$ cat src/rtl/rra_pkg.sv
// ----------------------------------------------------------------------------
// rra_pkg: shared types and constants of the rounded rectangle fill unit
// Configuration layout, register indexes, pixel side data and the widths of
// the square root cell chain.
// ----------------------------------------------------------------------------
`default_nettype none

package rra_pkg;

  localparam int FRAME_WIDTH_DEF  = 1024;
  localparam int FRAME_HEIGHT_DEF = 1024;

  localparam int PIX_W       = 10;  // pixel coordinate width
  localparam int RGB_W       = 24;
  localparam int CH_W        = 8;   // one color channel
  localparam int NUM_CH      = 3;
  localparam int COORD_W     = 14;  // signed room for left + width - radius
  localparam int FRAME_CMP_W = 13;  // holds frame sizes up to 4096
  localparam int DIST_W      = 8;   // dx and dy never exceed the radius inside the rectangle

  // Square root chain: radicand is (dx^2 + dy^2) << 16, one result bit per cell
  localparam int SQ_W       = 2 * DIST_W + 1;
  localparam int FRAC_W     = 16;
  localparam int RAD_W      = 34;
  localparam int ROOT_STEPS = RAD_W / 2;
  localparam int ROOT_W     = ROOT_STEPS;
  localparam int REM_W      = ROOT_W + 2;

  // floor(m / 255) == (m * RECIP_255) >> RECIP_SHIFT for m < 65536
  localparam int RECIP_255   = 32897;
  localparam int RECIP_SHIFT = 23;
  localparam int MAG_W       = 16;
  localparam int PROD_W      = 2 * MAG_W;

  localparam int CFG_IDX_W  = 3;
  localparam int CFG_DATA_W = 24;

  typedef enum logic [CFG_IDX_W-1:0] {
    CFG_RECT_LEFT     = 3'd0,
    CFG_RECT_TOP      = 3'd1,
    CFG_RECT_WIDTH    = 3'd2,
    CFG_RECT_HEIGHT   = 3'd3,
    CFG_CORNER_RADIUS = 3'd4,
    CFG_FILL_RGB      = 3'd5,
    CFG_FILL_ALPHA    = 3'd6
  } cfg_reg_t;

  typedef struct packed {
    logic signed [10:0] rect_left;
    logic signed [10:0] rect_top;
    logic [11:0]        rect_width;
    logic [11:0]        rect_height;
    logic [7:0]         corner_radius;
    logic [RGB_W-1:0]   fill_rgb;
    logic [7:0]         fill_alpha;
  } cfg_t;

  // Side data that travels with a pixel down the pipeline
  typedef struct packed {
    logic             in_rect;  // within frame and rectangle
    logic             band;     // in an edge or corner band
    logic [RGB_W-1:0] bg;
  } pix_meta_t;

endpackage

`default_nettype wire

$ cat src/rtl/rra_geom.sv
// ----------------------------------------------------------------------------
// rra_geom: rectangle test and squared corner distance
// Stage one finds whether the pixel lies inside and its offsets dx, dy from
// the corner centre; stage two forms dx^2 + dy^2.
// ----------------------------------------------------------------------------
`default_nettype none

module rra_geom #(
  parameter int FRAME_WIDTH  = rra_pkg::FRAME_WIDTH_DEF,
  parameter int FRAME_HEIGHT = rra_pkg::FRAME_HEIGHT_DEF
) (
  input  logic                      clk,
  input  logic                      rst,
  input  logic                      in_valid,
  input  logic [rra_pkg::PIX_W-1:0] pix_x,
  input  logic [rra_pkg::PIX_W-1:0] pix_y,
  input  logic [rra_pkg::RGB_W-1:0] bg_rgb,
  input  rra_pkg::cfg_t             cfg,
  output logic                      out_valid,
  output rra_pkg::pix_meta_t        out_meta,
  output logic [rra_pkg::SQ_W-1:0]  out_sq
);

  import rra_pkg::*;

  logic signed [COORD_W-1:0] xs, ys, left_s, top_s, w_s, h_s, r_s;
  logic signed [COORD_W-1:0] x_end, y_end, x_lo, y_lo, x_hi, y_hi;
  logic signed [COORD_W-1:0] dx_full, dy_full;
  logic                      in_frame, in_rect;
  logic [DIST_W-1:0]         dx, dy;

  logic              s1_valid;
  pix_meta_t         s1_meta;
  logic [DIST_W-1:0] s1_dx, s1_dy;
  logic [15:0]       dx2, dy2;

  assign xs     = $signed(COORD_W'(pix_x));
  assign ys     = $signed(COORD_W'(pix_y));
  assign left_s = $signed({{(COORD_W-11){cfg.rect_left[10]}}, cfg.rect_left});
  assign top_s  = $signed({{(COORD_W-11){cfg.rect_top[10]}}, cfg.rect_top});
  assign w_s    = $signed(COORD_W'(cfg.rect_width));
  assign h_s    = $signed(COORD_W'(cfg.rect_height));
  assign r_s    = $signed(COORD_W'(cfg.corner_radius));

  assign x_end = left_s + w_s;
  assign y_end = top_s + h_s;
  assign x_lo  = left_s + r_s;
  assign y_lo  = top_s + r_s;
  assign x_hi  = x_end - r_s;
  assign y_hi  = y_end - r_s;

  assign in_frame = (FRAME_CMP_W'(pix_x) < FRAME_CMP_W'(FRAME_WIDTH)) &&
                    (FRAME_CMP_W'(pix_y) < FRAME_CMP_W'(FRAME_HEIGHT));
  assign in_rect  = in_frame && (xs >= left_s) && (xs < x_end) &&
                    (ys >= top_s) && (ys < y_end);

  // Left and top bands take precedence when the radius exceeds half the size
  always_comb begin
    priority if (xs < x_lo) begin
      dx_full = x_lo - xs;
    end else if (xs >= x_hi) begin
      dx_full = xs - x_hi + COORD_W'(1);
    end else begin
      dx_full = '0;
    end
    priority if (ys < y_lo) begin
      dy_full = y_lo - ys;
    end else if (ys >= y_hi) begin
      dy_full = ys - y_hi + COORD_W'(1);
    end else begin
      dy_full = '0;
    end
  end

  assign dx = dx_full[DIST_W-1:0];
  assign dy = dy_full[DIST_W-1:0];

  always_ff @(posedge clk) begin
    if (rst) begin
      s1_valid <= 1'b0;
    end else begin
      s1_valid <= in_valid;
    end
  end

  always_ff @(posedge clk) begin
    s1_meta.in_rect <= in_rect;
    s1_meta.band    <= (dx != '0) || (dy != '0);
    s1_meta.bg      <= bg_rgb;
    s1_dx           <= dx;
    s1_dy           <= dy;
  end

  assign dx2 = {8'b0, s1_dx} * {8'b0, s1_dx};
  assign dy2 = {8'b0, s1_dy} * {8'b0, s1_dy};

  always_ff @(posedge clk) begin
    if (rst) begin
      out_valid <= 1'b0;
    end else begin
      out_valid <= s1_valid;
    end
  end

  always_ff @(posedge clk) begin
    out_meta <= s1_meta;
    out_sq   <= {1'b0, dx2} + {1'b0, dy2};
  end

endmodule

`default_nettype wire

$ cat src/rtl/rra_root_cell.sv
// ----------------------------------------------------------------------------
// rra_root_cell: one digit of a restoring square root
// Takes the next two radicand bits into the partial remainder, decides one
// root bit and hands remainder, root and pixel data to the next cell.
// ----------------------------------------------------------------------------
`default_nettype none

module rra_root_cell (
  input  logic                       clk,
  input  logic                       rst,
  input  logic                       in_valid,
  input  rra_pkg::pix_meta_t         in_meta,
  input  logic [rra_pkg::RAD_W-1:0]  in_rad,
  input  logic [rra_pkg::REM_W-1:0]  in_rem,
  input  logic [rra_pkg::ROOT_W-1:0] in_root,
  output logic                       out_valid,
  output rra_pkg::pix_meta_t         out_meta,
  output logic [rra_pkg::RAD_W-1:0]  out_rad,
  output logic [rra_pkg::REM_W-1:0]  out_rem,
  output logic [rra_pkg::ROOT_W-1:0] out_root
);

  import rra_pkg::*;

  logic [REM_W+1:0]  trem, trial, diff;
  logic              take;
  logic [REM_W-1:0]  rem_next;
  logic [ROOT_W-1:0] root_next;

  assign trem  = {in_rem, in_rad[RAD_W-1 -: 2]};
  assign trial = {{(REM_W-ROOT_W){1'b0}}, in_root, 2'b01};
  assign diff  = trem - trial;
  assign take  = (trem >= trial);

  always_comb begin
    if (take) begin
      rem_next  = diff[REM_W-1:0];
      root_next = {in_root[ROOT_W-2:0], 1'b1};
    end else begin
      rem_next  = trem[REM_W-1:0];
      root_next = {in_root[ROOT_W-2:0], 1'b0};
    end
  end

  always_ff @(posedge clk) begin
    if (rst) begin
      out_valid <= 1'b0;
    end else begin
      out_valid <= in_valid;
    end
  end

  always_ff @(posedge clk) begin
    out_meta <= in_meta;
    out_rad  <= {in_rad[RAD_W-3:0], 2'b00};
    out_rem  <= rem_next;
    out_root <= root_next;
  end

endmodule

`default_nettype wire

$ cat src/rtl/rra_blend.sv
// ----------------------------------------------------------------------------
// rra_blend: coverage alpha and per-channel blend
// Turns the corner distance into an alpha, then forms
// bg + trunc((fg - bg) * a / 255) for each channel over two more stages.
// ----------------------------------------------------------------------------
`default_nettype none

module rra_blend (
  input  logic                       clk,
  input  logic                       rst,
  input  logic                       in_valid,
  input  rra_pkg::pix_meta_t         in_meta,
  input  logic [rra_pkg::ROOT_W-1:0] in_dist,
  input  rra_pkg::cfg_t              cfg,
  output logic                       out_valid,
  output logic [rra_pkg::RGB_W-1:0]  out_rgb,
  output logic                       out_written
);

  import rra_pkg::*;

  // Alpha stage
  logic [ROOT_W-1:0] rq, rq_minus;
  logic              over, near;
  logic [15:0]       scaled;
  logic [7:0]        a_band, a_sel;
  logic              wr;

  logic             t1_valid, t1_written;
  logic [7:0]       t1_alpha;
  logic [RGB_W-1:0] t1_bg;

  logic                    t2_valid, t2_written;
  logic [RGB_W-1:0]        t2_bg;
  logic signed [17:0]      t2_prod [NUM_CH];
  logic [CH_W-1:0]         blended [NUM_CH];

  assign rq       = {1'b0, cfg.corner_radius, 8'b0};
  assign rq_minus = rq - in_dist;
  assign over     = (in_dist > rq);
  assign near     = (cfg.corner_radius != '0) && (in_dist > (rq - ROOT_W'(256)));
  assign scaled   = {8'b0, cfg.fill_alpha} * {8'b0, rq_minus[7:0]};
  assign a_band   = near ? scaled[15:8] : cfg.fill_alpha;
  assign a_sel    = in_meta.band ? a_band : cfg.fill_alpha;
  // Drop band pixels past the radius or with no coverage left
  assign wr       = in_meta.in_rect && !(in_meta.band && (over || (a_band == '0)));

  always_ff @(posedge clk) begin
    if (rst) begin
      t1_valid <= 1'b0;
    end else begin
      t1_valid <= in_valid;
    end
  end

  always_ff @(posedge clk) begin
    t1_written <= wr;
    t1_alpha   <= a_sel;
    t1_bg      <= in_meta.bg;
  end

  always_ff @(posedge clk) begin
    if (rst) begin
      t2_valid <= 1'b0;
    end else begin
      t2_valid <= t1_valid;
    end
  end

  always_ff @(posedge clk) begin
    t2_written <= t1_written;
    t2_bg      <= t1_bg;
  end

  for (genvar c = 0; c < NUM_CH; c++) begin : g_ch
    logic [CH_W-1:0]    fg_c, bg_c, bg2_c, q;
    logic signed [8:0]  diff_c;
    logic [MAG_W-1:0]   mag;
    logic [PROD_W-1:0]  recip;

    assign fg_c   = cfg.fill_rgb[c*CH_W +: CH_W];
    assign bg_c   = t1_bg[c*CH_W +: CH_W];
    assign diff_c = $signed({1'b0, fg_c}) - $signed({1'b0, bg_c});

    always_ff @(posedge clk) begin
      t2_prod[c] <= diff_c * $signed({1'b0, t1_alpha});
    end

    // Divide the magnitude by 255, then restore the sign (truncates to zero)
    assign mag   = t2_prod[c][17] ? MAG_W'(-t2_prod[c]) : MAG_W'(t2_prod[c]);
    assign recip = {{(PROD_W-MAG_W){1'b0}}, mag} * PROD_W'(RECIP_255);
    assign q     = recip[RECIP_SHIFT +: CH_W];
    assign bg2_c = t2_bg[c*CH_W +: CH_W];
    assign blended[c] = t2_prod[c][17] ? (bg2_c - q) : (bg2_c + q);
  end

  always_ff @(posedge clk) begin
    if (rst) begin
      out_valid <= 1'b0;
    end else begin
      out_valid <= t2_valid;
    end
  end

  always_ff @(posedge clk) begin
    out_written <= t2_written;
    out_rgb     <= t2_written ? {blended[2], blended[1], blended[0]} : t2_bg;
  end

endmodule

`default_nettype wire

$ cat src/rtl/rounded_rect_alpha_fill_unit.sv
// ----------------------------------------------------------------------------
// rounded_rect_alpha_fill_unit: rounded rectangle alpha compositor
// Takes one pixel per clock and returns it with the configured rounded
// rectangle blended over it.
// ----------------------------------------------------------------------------
// The unit accepts a pixel on every clock at which start is high; busy is
// never raised. Each pixel's result appears on out_rgb and written with done
// high for one cycle, in input order. The pipeline is the corner distance
// square root, a chain of 17 cells that each settle one root bit per clock,
// plus input, geometry, squaring, alpha and two blend stages. Results cannot
// be held off, so the receiver must take each one in its cycle. Registers are
// written through cfg_valid/cfg_ready (always ready); change them only while
// no pixel is in flight.
`default_nettype none

module rounded_rect_alpha_fill_unit #(
  parameter int FRAME_WIDTH  = rra_pkg::FRAME_WIDTH_DEF,
  parameter int FRAME_HEIGHT = rra_pkg::FRAME_HEIGHT_DEF
) (
  input  logic                           clk,
  input  logic                           rst,
  input  logic                           start,
  output logic                           busy,
  input  logic [rra_pkg::PIX_W-1:0]      pix_x,
  input  logic [rra_pkg::PIX_W-1:0]      pix_y,
  input  logic [rra_pkg::RGB_W-1:0]      bg_rgb,
  output logic                           done,
  output logic [rra_pkg::RGB_W-1:0]      out_rgb,
  output logic                           written,
  input  logic                           cfg_valid,
  output logic                           cfg_ready,
  input  logic [rra_pkg::CFG_IDX_W-1:0]  cfg_index,
  input  logic [rra_pkg::CFG_DATA_W-1:0] cfg_data
);

  import rra_pkg::*;

  cfg_t cfg;

  logic             in_valid;
  logic [PIX_W-1:0] in_x, in_y;
  logic [RGB_W-1:0] in_bg;

  logic             g_valid;
  pix_meta_t        g_meta;
  logic [SQ_W-1:0]  g_sq;

  logic              chain_valid [ROOT_STEPS+1];
  pix_meta_t         chain_meta  [ROOT_STEPS+1];
  logic [RAD_W-1:0]  chain_rad   [ROOT_STEPS+1];
  logic [REM_W-1:0]  chain_rem   [ROOT_STEPS+1];
  logic [ROOT_W-1:0] chain_root  [ROOT_STEPS+1];

  assign busy      = 1'b0;
  assign cfg_ready = 1'b1;

  always_ff @(posedge clk) begin
    if (rst) begin
      cfg.rect_left     <= '0;
      cfg.rect_top      <= '0;
      cfg.rect_width    <= '0;
      cfg.rect_height   <= '0;
      cfg.corner_radius <= '0;
      cfg.fill_rgb      <= '0;
      cfg.fill_alpha    <= 8'hFF;
    end else if (cfg_valid && cfg_ready) begin
      unique case (cfg_index)
        CFG_RECT_LEFT:     cfg.rect_left     <= $signed(cfg_data[10:0]);
        CFG_RECT_TOP:      cfg.rect_top      <= $signed(cfg_data[10:0]);
        CFG_RECT_WIDTH:    cfg.rect_width    <= cfg_data[11:0];
        CFG_RECT_HEIGHT:   cfg.rect_height   <= cfg_data[11:0];
        CFG_CORNER_RADIUS: cfg.corner_radius <= cfg_data[7:0];
        CFG_FILL_RGB:      cfg.fill_rgb      <= cfg_data[RGB_W-1:0];
        CFG_FILL_ALPHA:    cfg.fill_alpha    <= cfg_data[7:0];
        default: ;
      endcase
    end
  end

  always_ff @(posedge clk) begin
    if (rst) begin
      in_valid <= 1'b0;
    end else begin
      in_valid <= start && !busy;
    end
  end

  always_ff @(posedge clk) begin
    in_x  <= pix_x;
    in_y  <= pix_y;
    in_bg <= bg_rgb;
  end

  rra_geom #(
    .FRAME_WIDTH  (FRAME_WIDTH),
    .FRAME_HEIGHT (FRAME_HEIGHT)
  ) u_geom (
    .clk       (clk),
    .rst       (rst),
    .in_valid  (in_valid),
    .pix_x     (in_x),
    .pix_y     (in_y),
    .bg_rgb    (in_bg),
    .cfg       (cfg),
    .out_valid (g_valid),
    .out_meta  (g_meta),
    .out_sq    (g_sq)
  );

  // Radicand is the squared distance with 16 fraction bits
  assign chain_valid[0] = g_valid;
  assign chain_meta[0]  = g_meta;
  assign chain_rad[0]   = {{(RAD_W-SQ_W-FRAC_W){1'b0}}, g_sq, {FRAC_W{1'b0}}};
  assign chain_rem[0]   = '0;
  assign chain_root[0]  = '0;

  for (genvar i = 0; i < ROOT_STEPS; i++) begin : g_cell
    rra_root_cell u_cell (
      .clk       (clk),
      .rst       (rst),
      .in_valid  (chain_valid[i]),
      .in_meta   (chain_meta[i]),
      .in_rad    (chain_rad[i]),
      .in_rem    (chain_rem[i]),
      .in_root   (chain_root[i]),
      .out_valid (chain_valid[i+1]),
      .out_meta  (chain_meta[i+1]),
      .out_rad   (chain_rad[i+1]),
      .out_rem   (chain_rem[i+1]),
      .out_root  (chain_root[i+1])
    );
  end

  rra_blend u_blend (
    .clk         (clk),
    .rst         (rst),
    .in_valid    (chain_valid[ROOT_STEPS]),
    .in_meta     (chain_meta[ROOT_STEPS]),
    .in_dist     (chain_root[ROOT_STEPS]),
    .cfg         (cfg),
    .out_valid   (done),
    .out_rgb     (out_rgb),
    .out_written (written)
  );

endmodule

`default_nettype wire

$ cat config.mk
export PLATFORM = sky130hd
export DESIGN_NAME = rounded_rect_alpha_fill_unit
export DESIGN_NICKNAME = d
export VERILOG_FILES = /design/src/rtl/rra_pkg.sv /design/src/rtl/rra_geom.sv /design/src/rtl/rra_root_cell.sv /design/src/rtl/rra_blend.sv /design/src/rtl/rounded_rect_alpha_fill_unit.sv
export SDC_FILE = /design/constraint.sdc
export NUM_CORES = 2
export LEC_CHECK = 0
export ABC_AREA = 1
export BUFFER_PORTS_ARGS = -buffer_cell sky130_fd_sc_hd__buf_4
export CAP_MARGIN = 5
export CORE_ASPECT_RATIO = 0.7
export CORE_MARGIN = 4
export CORE_UTILIZATION = 69
export CTS_CLUSTER_DIAMETER = 120
export CTS_CLUSTER_SIZE = 30
export DETAILED_ROUTE_END_ITERATION = 6
export PLACE_DENSITY = 0.95
export SLEW_MARGIN = 5
export SYNTH_ARGS = -nofsm -noshare
export SYNTH_HDL_FRONTEND = slang
export SYNTH_SLANG_ARGS = --single-unit
export TNS_END_PERCENT = 50
$ cat constraint.sdc
create_clock -name clk -period 17.8 [get_ports clk]
set_clock_uncertainty 0.05 [all_clocks]
set_input_delay 0.89 -clock clk [delete_from_list [all_inputs] [get_ports clk]]
set_output_delay 0.89 -clock clk [all_outputs]
set_load 0.1 [all_outputs]
Word-level counts from Yosys, hierarchy flattened

Memory sizes are Yosys's and may differ from the RTL's.
Cells that the tools add are included.

Flip-flop bits (word level): 1275
Bits in latches: 0
Bits in writable memories: 54
Bits in read-only memories: 0
Input bits: 75
Output and inout bits: 28
Word-level logic and storage cells: 302
Memories: 1

Memory list:

| memory          | words | bits a word | rd ports | clocked after memory_dff | write ports | RTL line        | text |
|---|---|---|---|---|---|---|---|
| u_blend.t2_prod | 3     | 18          | 3        | 0                        | 3           | rra_blend.sv:35 | `logic signed [17:0] t2_prod [NUM_CH];` |

Add/sub/neg operators: 43
$mul: 9
Div/mod/pow operators: 0
$lt $le $gt $ge: 27
Equal/unequal tests: 6
Shift operators: 0
Muxes and demuxes: 46
Bitwise operators: 0
Reduce and logical (&&, ||, !) cells: 21

Operators by type and width:

| operator               | count |
|---|---|
| $mux 19                | 15 |
| $mul 16x16->31 const B | 3 |
| $mux 8                 | 9 |
| $sub 8x8->8            | 7 |
| $mul 9x9->18           | 3 |
| $mul 8x8->16           | 3 |
| $mux 16                | 3 |
| $neg 16->16            | 3 |
| $add 11x13->14         | 2 |
| $ge 11x14->1           | 2 |
| $lt 11x14->1           | 2 |
| $sub 14x9->14          | 2 |
| $sub 8x8->9            | 3 |
| $add 11x9->12          | 2 |
| $add 8x8->8            | 3 |
| $lt 11x12->1           | 2 |
| $mux 24                | 1 |
| $reduce_bool 8->1      | 3 |
| $ge 11x11->1           | 2 |
| $ge 21x10->1           | 1 |
| $ge 21x11->1           | 1 |
| $ge 21x12->1           | 1 |
| $ge 21x13->1           | 1 |
| $ge 21x14->1           | 1 |
| other kinds (44)       | 77 |

Longest topological paths before layout

Depth in word-level cells: 9
Depth in mapped cells: 41
Mapped depth without buffers: 41

Hierarchy

Synthesis repeated with hierarchy kept, for this count alone.

Cells, all modules: 12096
Area total of the unflattened synthesis: 96931.7 um^2

By module, submodules not included:

| module                                | instances | cells each | area an instance (um^2) | seq. area each (um^2) |
|---|---|---|---|---|
| rra_root_cell at g_cell[0].u_cell ... | 13        | 410        | 3433.3                  | 1901.8 |
| rra_blend                             | 1         | 2970       | 22128.7                 | 2742.6 |
| rra_root_cell at g_cell[6].u_cell ... | 4         | 409        | 3475.8                  | 1901.8 |
| rra_geom                              | 1         | 1610       | 11880.1                 | 1741.7 |
| rounded_rect_alpha_fill_unit          | 1         | 550        | 4386.7                  | 2622.5 |

Worst setup path after synthesis

No wires, ideal clock.

Path kind: flip-flop to flip-flop
Start: register u_blend.t1_bg[18]
End: memory u_blend.t2_prod[2][14], in the netlist u_blend.t2_prod[0][50]
Library setup time: 0.072 ns
Data arrival time: 5.660 ns
Required time: 17.678 ns
Slack: 12.018 ns
Stages on the path, launching flop included: 35
Path buffers: 0
Clock period less this slack: 5.782 ns
Cell sequence: dfxtp_1 inv_1 ha_1 a21oi_1 inv_1 a31oi_1 inv_1 nand2_1 nand2_1 a21oi_1 or2_2 nand2_1 a21oi_1 xor2_1 inv_1 nand2_1 fa_1 fa_1 fa_1 fa_1 inv_1 ha_1 a21oi_1 o21ai_0 a21oi_1 inv_1 a21oi_1 inv_1 a21oi_1 o21ai_0 inv_1 nor2_1 o21a_1 nor2_1 xnor2_1

RTL lines:

| item                   | RTL line        | text |
|---|---|---|
| start, declared        | rra_blend.sv:31 | `logic [RGB_W-1:0] t1_bg;` |
| start signal, assigned | rra_blend.sv:59 | `t1_bg <= in_meta.bg;` |
| end, declared          | rra_blend.sv:35 |  |

==> impl_summary.txt <==
----------------------------------------------------
[Status]
  Status ... finished, final reports clean

[Timing]
  Setup repair after global routing missed its margin ... no
  Number of max-slew violations in the final report ... 0
  Timing-limited maximum frequency ... 0.151 GHz
  Final-report hold violation count ... 0
  Final setup violation count ... 0
  Setup tns final ... 0 ps
  Max-slew headroom at the worst pin ... 23.8%
  Period utilization ... 37.2%
  Least-Margin Pin Slew ... 1140 ps
  Clock period minus final worst setup slack ... 6630 ps

[Clock network]
  TritonCTS clock tree ... done
  Setup Buffers After CTS ... 0
  H-tree levels ... 2
  Clk sinks ... 1,310
  Clock buffer count from CTS ... 49
  Root cell of the clock tree ... sky130_fd_sc_hd__clkbuf_16
  Total of cells resized after clock tree synthesis ... 0
  Post-cts hold buffer count ... 0
  CTS Buffer Depth ... 3
  Skew-Pair Late Insertion Delay ... 680 ps
  Worst-path clk slew ... 130 ps

[Finish]
  Final Util ... 73.6%
  Fraction of final layout cells with drive strength greater than 1 ... 4.03%
  Layout Area Growth over Synthesis ... 4.91%
  Final net count ... 8,750

[Min path]
  Min-Delay Endpoint ... in_x[6]$_DFF_P_
  Class of the tightest hold or removal check ... in -> reg
  Hold_sp ... pix_x[6]
  Hold Path Stages ... 1

[Global route]
  GRT Resource Usage Total ... 29.7%
  Vias in the first global route ... 49,500
  GRT overflow ... 0
  Initial antenna violation count ... 2
  Maximum number of pins on one net before global-route repair ... 87
  First-pass GRT wire length ... 245,000 microns

[Worst setup path]
  Worst-path fanout max ... 5
  R2R setup slack ... 11,170 ps
  Data required time of the worst path ... 18,300 ps
  Max stage delay on crit path ... 580 ps
  Crit path kind ... reg -> reg
  Critical path's most frequent cell ... sky130_fd_sc_hd__inv_1
  Cell with the largest stage delay on the worst path ... sky130_fd_sc_hd__fa_1
  R2r startpoint ... u_blend.t1_bg[10]$_DFF_P_
  Endpoint of the worst-slack reg-to-reg timing path ... u_blend.t2_prod[0][35]$_DFF_P_
  R2R cell count ... 33
  Type of origin of the critical path ... flop
  Worst path arrival time ... 7130 ps
  Critical path endpoint category ... flop

[Floorplan]
  Overall die height ... 268 microns
  Starting utilization of the core area ... 70.1%
  I/O pins ... 103
  Horiz. Die Dim ... 379 microns
  Placeable core area ... 94,700 sq um
  Number of placement rows ... 94
  Total Die Area ... 101,000 sq um

[Drt]
  Total detailed-routing wirelength ... 152,000 microns
  First drt pass iteration count ... 6
  DRC viols ... 0
  Via density ... 5.57
  Violation count after the first detailed-routing iteration ... 4,607
  Vias after detailed routing ... 49,400
  ANT nets after route ... 0
  Routed len/inst ... 17.2 microns

[Synthesis]
  Share of flip-flops with an asynchronous set or reset ... 0%
  Netlist area before placement ... 66,400 sq um
  Sequential element share of the synthesized area ... 39.5%
  Number of storage elements in the synthesis netlist ... 1,310
  Number of distinct library cell variants in the gate-level netlist after synthesis ... 70
  Area fraction of the dominant cell type after synthesis ... 39.5%
  Post-synth EDFFs ... 0
  Cell type with the highest aggregate area in the netlist ... sky130_fd_sc_hd__dfxtp_1
  Cell types occupying the most area after synthesis ... sky130_fd_sc_hd__dfxtp_1, sky130_fd_sc_hd__ha_1, sky130_fd_sc_hd__fa_1
  Cell with the most instances after synthesis ... sky130_fd_sc_hd__inv_1
  Gate Count Post-Synth ... 7,551
  Per-instance average area after synthesis ... 8.80 sq um
  Top post-synthesis cells by count ... sky130_fd_sc_hd__inv_1, sky130_fd_sc_hd__dfxtp_1, sky130_fd_sc_hd__nand2_1, sky130_fd_sc_hd__ha_1, sky130_fd_sc_hd__nor2_1
  Synthesis warning total ... 0
  Main synth FF type ... sky130_fd_sc_hd__dfxtp_1

[Placement]
  Gp weighted congestion ... 0.966
  HPWL Detailed ... 118,000 microns
  Input/output buffers ... 100

[Flow run]
  Number of max-cap violations ... 0

----------------------------------------------------
-- per-stage QoR --
| step | instances | instance area, sq um | worst slack [ps] | hold WS, ps |
|---|---|---|---|---|
| floorplan | 7552 | 66400 | 12020 | 260 |
| global placement | 8806 | 68400 | 11440 | 260 |
| detailed placement | 8806 | 68400 | 11300 | 262 |
| CTS | 8859 | 69700 | 11240 | 202 |
| global route | 8859 | 69700 | 10490 | 211 |
| finish | 8862 | 69700 | 11170 | 227 |
-- how the worst max path moves through the flow --
stage	start	end	slack, ps	cells after the start
after global placement	u_blend.t2_prod[0][17]$_DFF_P_	u_blend.out_rgb[7]$_DFF_P_	11440	33
after floorplan	u_blend.t1_bg[18]$_DFF_P_	u_blend.t2_prod[0][50]$_DFF_P_	12020	34
after global routing	u_blend.t2_prod[0][53]$_DFF_P_	u_blend.out_rgb[23]$_DFF_P_	10490	36
final	u_blend.t1_bg[10]$_DFF_P_	u_blend.t2_prod[0][35]$_DFF_P_	11170	33
after detailed placement	u_blend.t2_prod[0][0]$_DFF_P_	u_blend.out_rgb[7]$_DFF_P_	11300	39
after CTS	u_blend.t2_prod[0][0]$_DFF_P_	u_blend.out_rgb[7]$_DFF_P_	11240	39
-- registers in the layout, indices dropped and copies added, names as in the netlist, 10 cells and up --
signal / flops
cfg: 86
g_cell.u_cell.out_meta: 442
g_cell.u_cell.out_rad: 72
g_cell.u_cell.out_rem: 271
g_cell.u_cell.out_root: 153
g_cell.u_cell.out_valid: 17
in_bg: 24
in_x: 10
in_y: 10
u_blend.out_rgb: 24
u_blend.t1_bg: 24
u_blend.t2_bg: 24
u_blend.t2_prod: 51
u_geom.out_meta: 26
u_geom.out_sq: 17
u_geom.s1_meta: 26
-- worst max-delay path, delay by kind of cell (launching register included) --
| family | cells | cell delay (ps) |
|---|---|---|
| and+or+nand+nor | 10 | 1100 |
| DFF | 1 | 400 |
| AOI/OAI and AO/OA | 9 | 1520 |
| xor gates and xnor gates | 1 | 110 |
| adders and majority gates | 6 | 2770 |
| buffers and inverters | 7 | 580 |
-- final cells by class --
type | count | area (sq um)
Antenna cell | 3 | 7.51
Clock buffer | 49 | 1230
Clock inverter | 4 | 70.1
Fill cell | 6308 | 25000
Inverter | 1383 | 5190
Multi-Input combinational cell | 4754 | 34600
Sequential cell | 1310 | 26200
Tap cell | 1248 | 1560
Timing Repair Buffer | 111 | 833
-- layer usage --
metal | share of wire [%] | global-route usage [%] | up-vias
met2 | 45 | 48.3 | 2098
met3 | 9.5 | 6.52 | 480
met4 | 4.0 | 11.2 | 2
met5 | 0.0085 | 0 | -
met1 | 42 | 39.3 | 23000
li1 | - | - | 23700
-- logic make-up (layout without fill, tap and decap cells) --
| kind of cell | Yosys count | after routing | synth area share [%] |
|---|---|---|---|
| DFF | 1310 | 1310 | 39.5 |
| adders and majority gates | 1066 | 1066 | 23.7 |
| and+or+nand+nor | 2295 | 2295 | 14.5 |
| AOI/OAI and AO/OA | 972 | 972 | 8.11 |
| buffers and inverters | 1488 | 1547 | 8.50 |
| other | 2 | 6 | 0.0113 |
| muxes | 2 | 2 | 0.0339 |
| xor gates and xnor gates | 416 | 416 | 5.67 |
-- cell usage in the layout (no fill, tap or decap), types with 6 or more instances in the layout --
| cell | count |
|---|---|
| sky130_fd_sc_hd__a211oi_1 | 9 |
| sky130_fd_sc_hd__a21boi_0 | 8 |
| sky130_fd_sc_hd__a21o_1 | 25 |
| sky130_fd_sc_hd__a21oi_1 | 426 |
| sky130_fd_sc_hd__a221oi_1 | 6 |
| sky130_fd_sc_hd__a31oi_1 | 24 |
| sky130_fd_sc_hd__and2_1 | 13 |
| sky130_fd_sc_hd__buf_4 | 111 |
| sky130_fd_sc_hd__clkbuf_16 | 49 |
| sky130_fd_sc_hd__clkinv_1 | 6 |
| sky130_fd_sc_hd__dfxtp_1 | 1310 |
| sky130_fd_sc_hd__fa_1 | 320 |
| sky130_fd_sc_hd__ha_1 | 746 |
| sky130_fd_sc_hd__inv_1 | 1360 |
| sky130_fd_sc_hd__inv_2 | 16 |
| sky130_fd_sc_hd__nand2_1 | 1138 |
| sky130_fd_sc_hd__nand2_2 | 30 |
| sky130_fd_sc_hd__nand3_1 | 204 |
| sky130_fd_sc_hd__nand3_2 | 14 |
| sky130_fd_sc_hd__nand3b_1 | 20 |
| sky130_fd_sc_hd__nand4_1 | 48 |
| sky130_fd_sc_hd__nor2_1 | 683 |
| sky130_fd_sc_hd__nor2_2 | 11 |
| sky130_fd_sc_hd__nor3_1 | 53 |
| sky130_fd_sc_hd__nor3_2 | 7 |
| sky130_fd_sc_hd__nor4_1 | 34 |
| sky130_fd_sc_hd__o211ai_1 | 15 |
| sky130_fd_sc_hd__o21a_1 | 9 |
| sky130_fd_sc_hd__o21ai_0 | 338 |
| sky130_fd_sc_hd__o21ai_1 | 28 |
| sky130_fd_sc_hd__o21bai_1 | 25 |
| sky130_fd_sc_hd__o221ai_1 | 7 |
| sky130_fd_sc_hd__o31ai_1 | 21 |
| sky130_fd_sc_hd__or2_2 | 28 |
| sky130_fd_sc_hd__xnor2_1 | 139 |
| sky130_fd_sc_hd__xor2_1 | 265 |
| sky130_fd_sc_hd__xor2_2 | 8 |
Power is left out: the tool's default activity adds up to more than one toggle a clock period on the data nets, which glitch-free logic cannot reach.
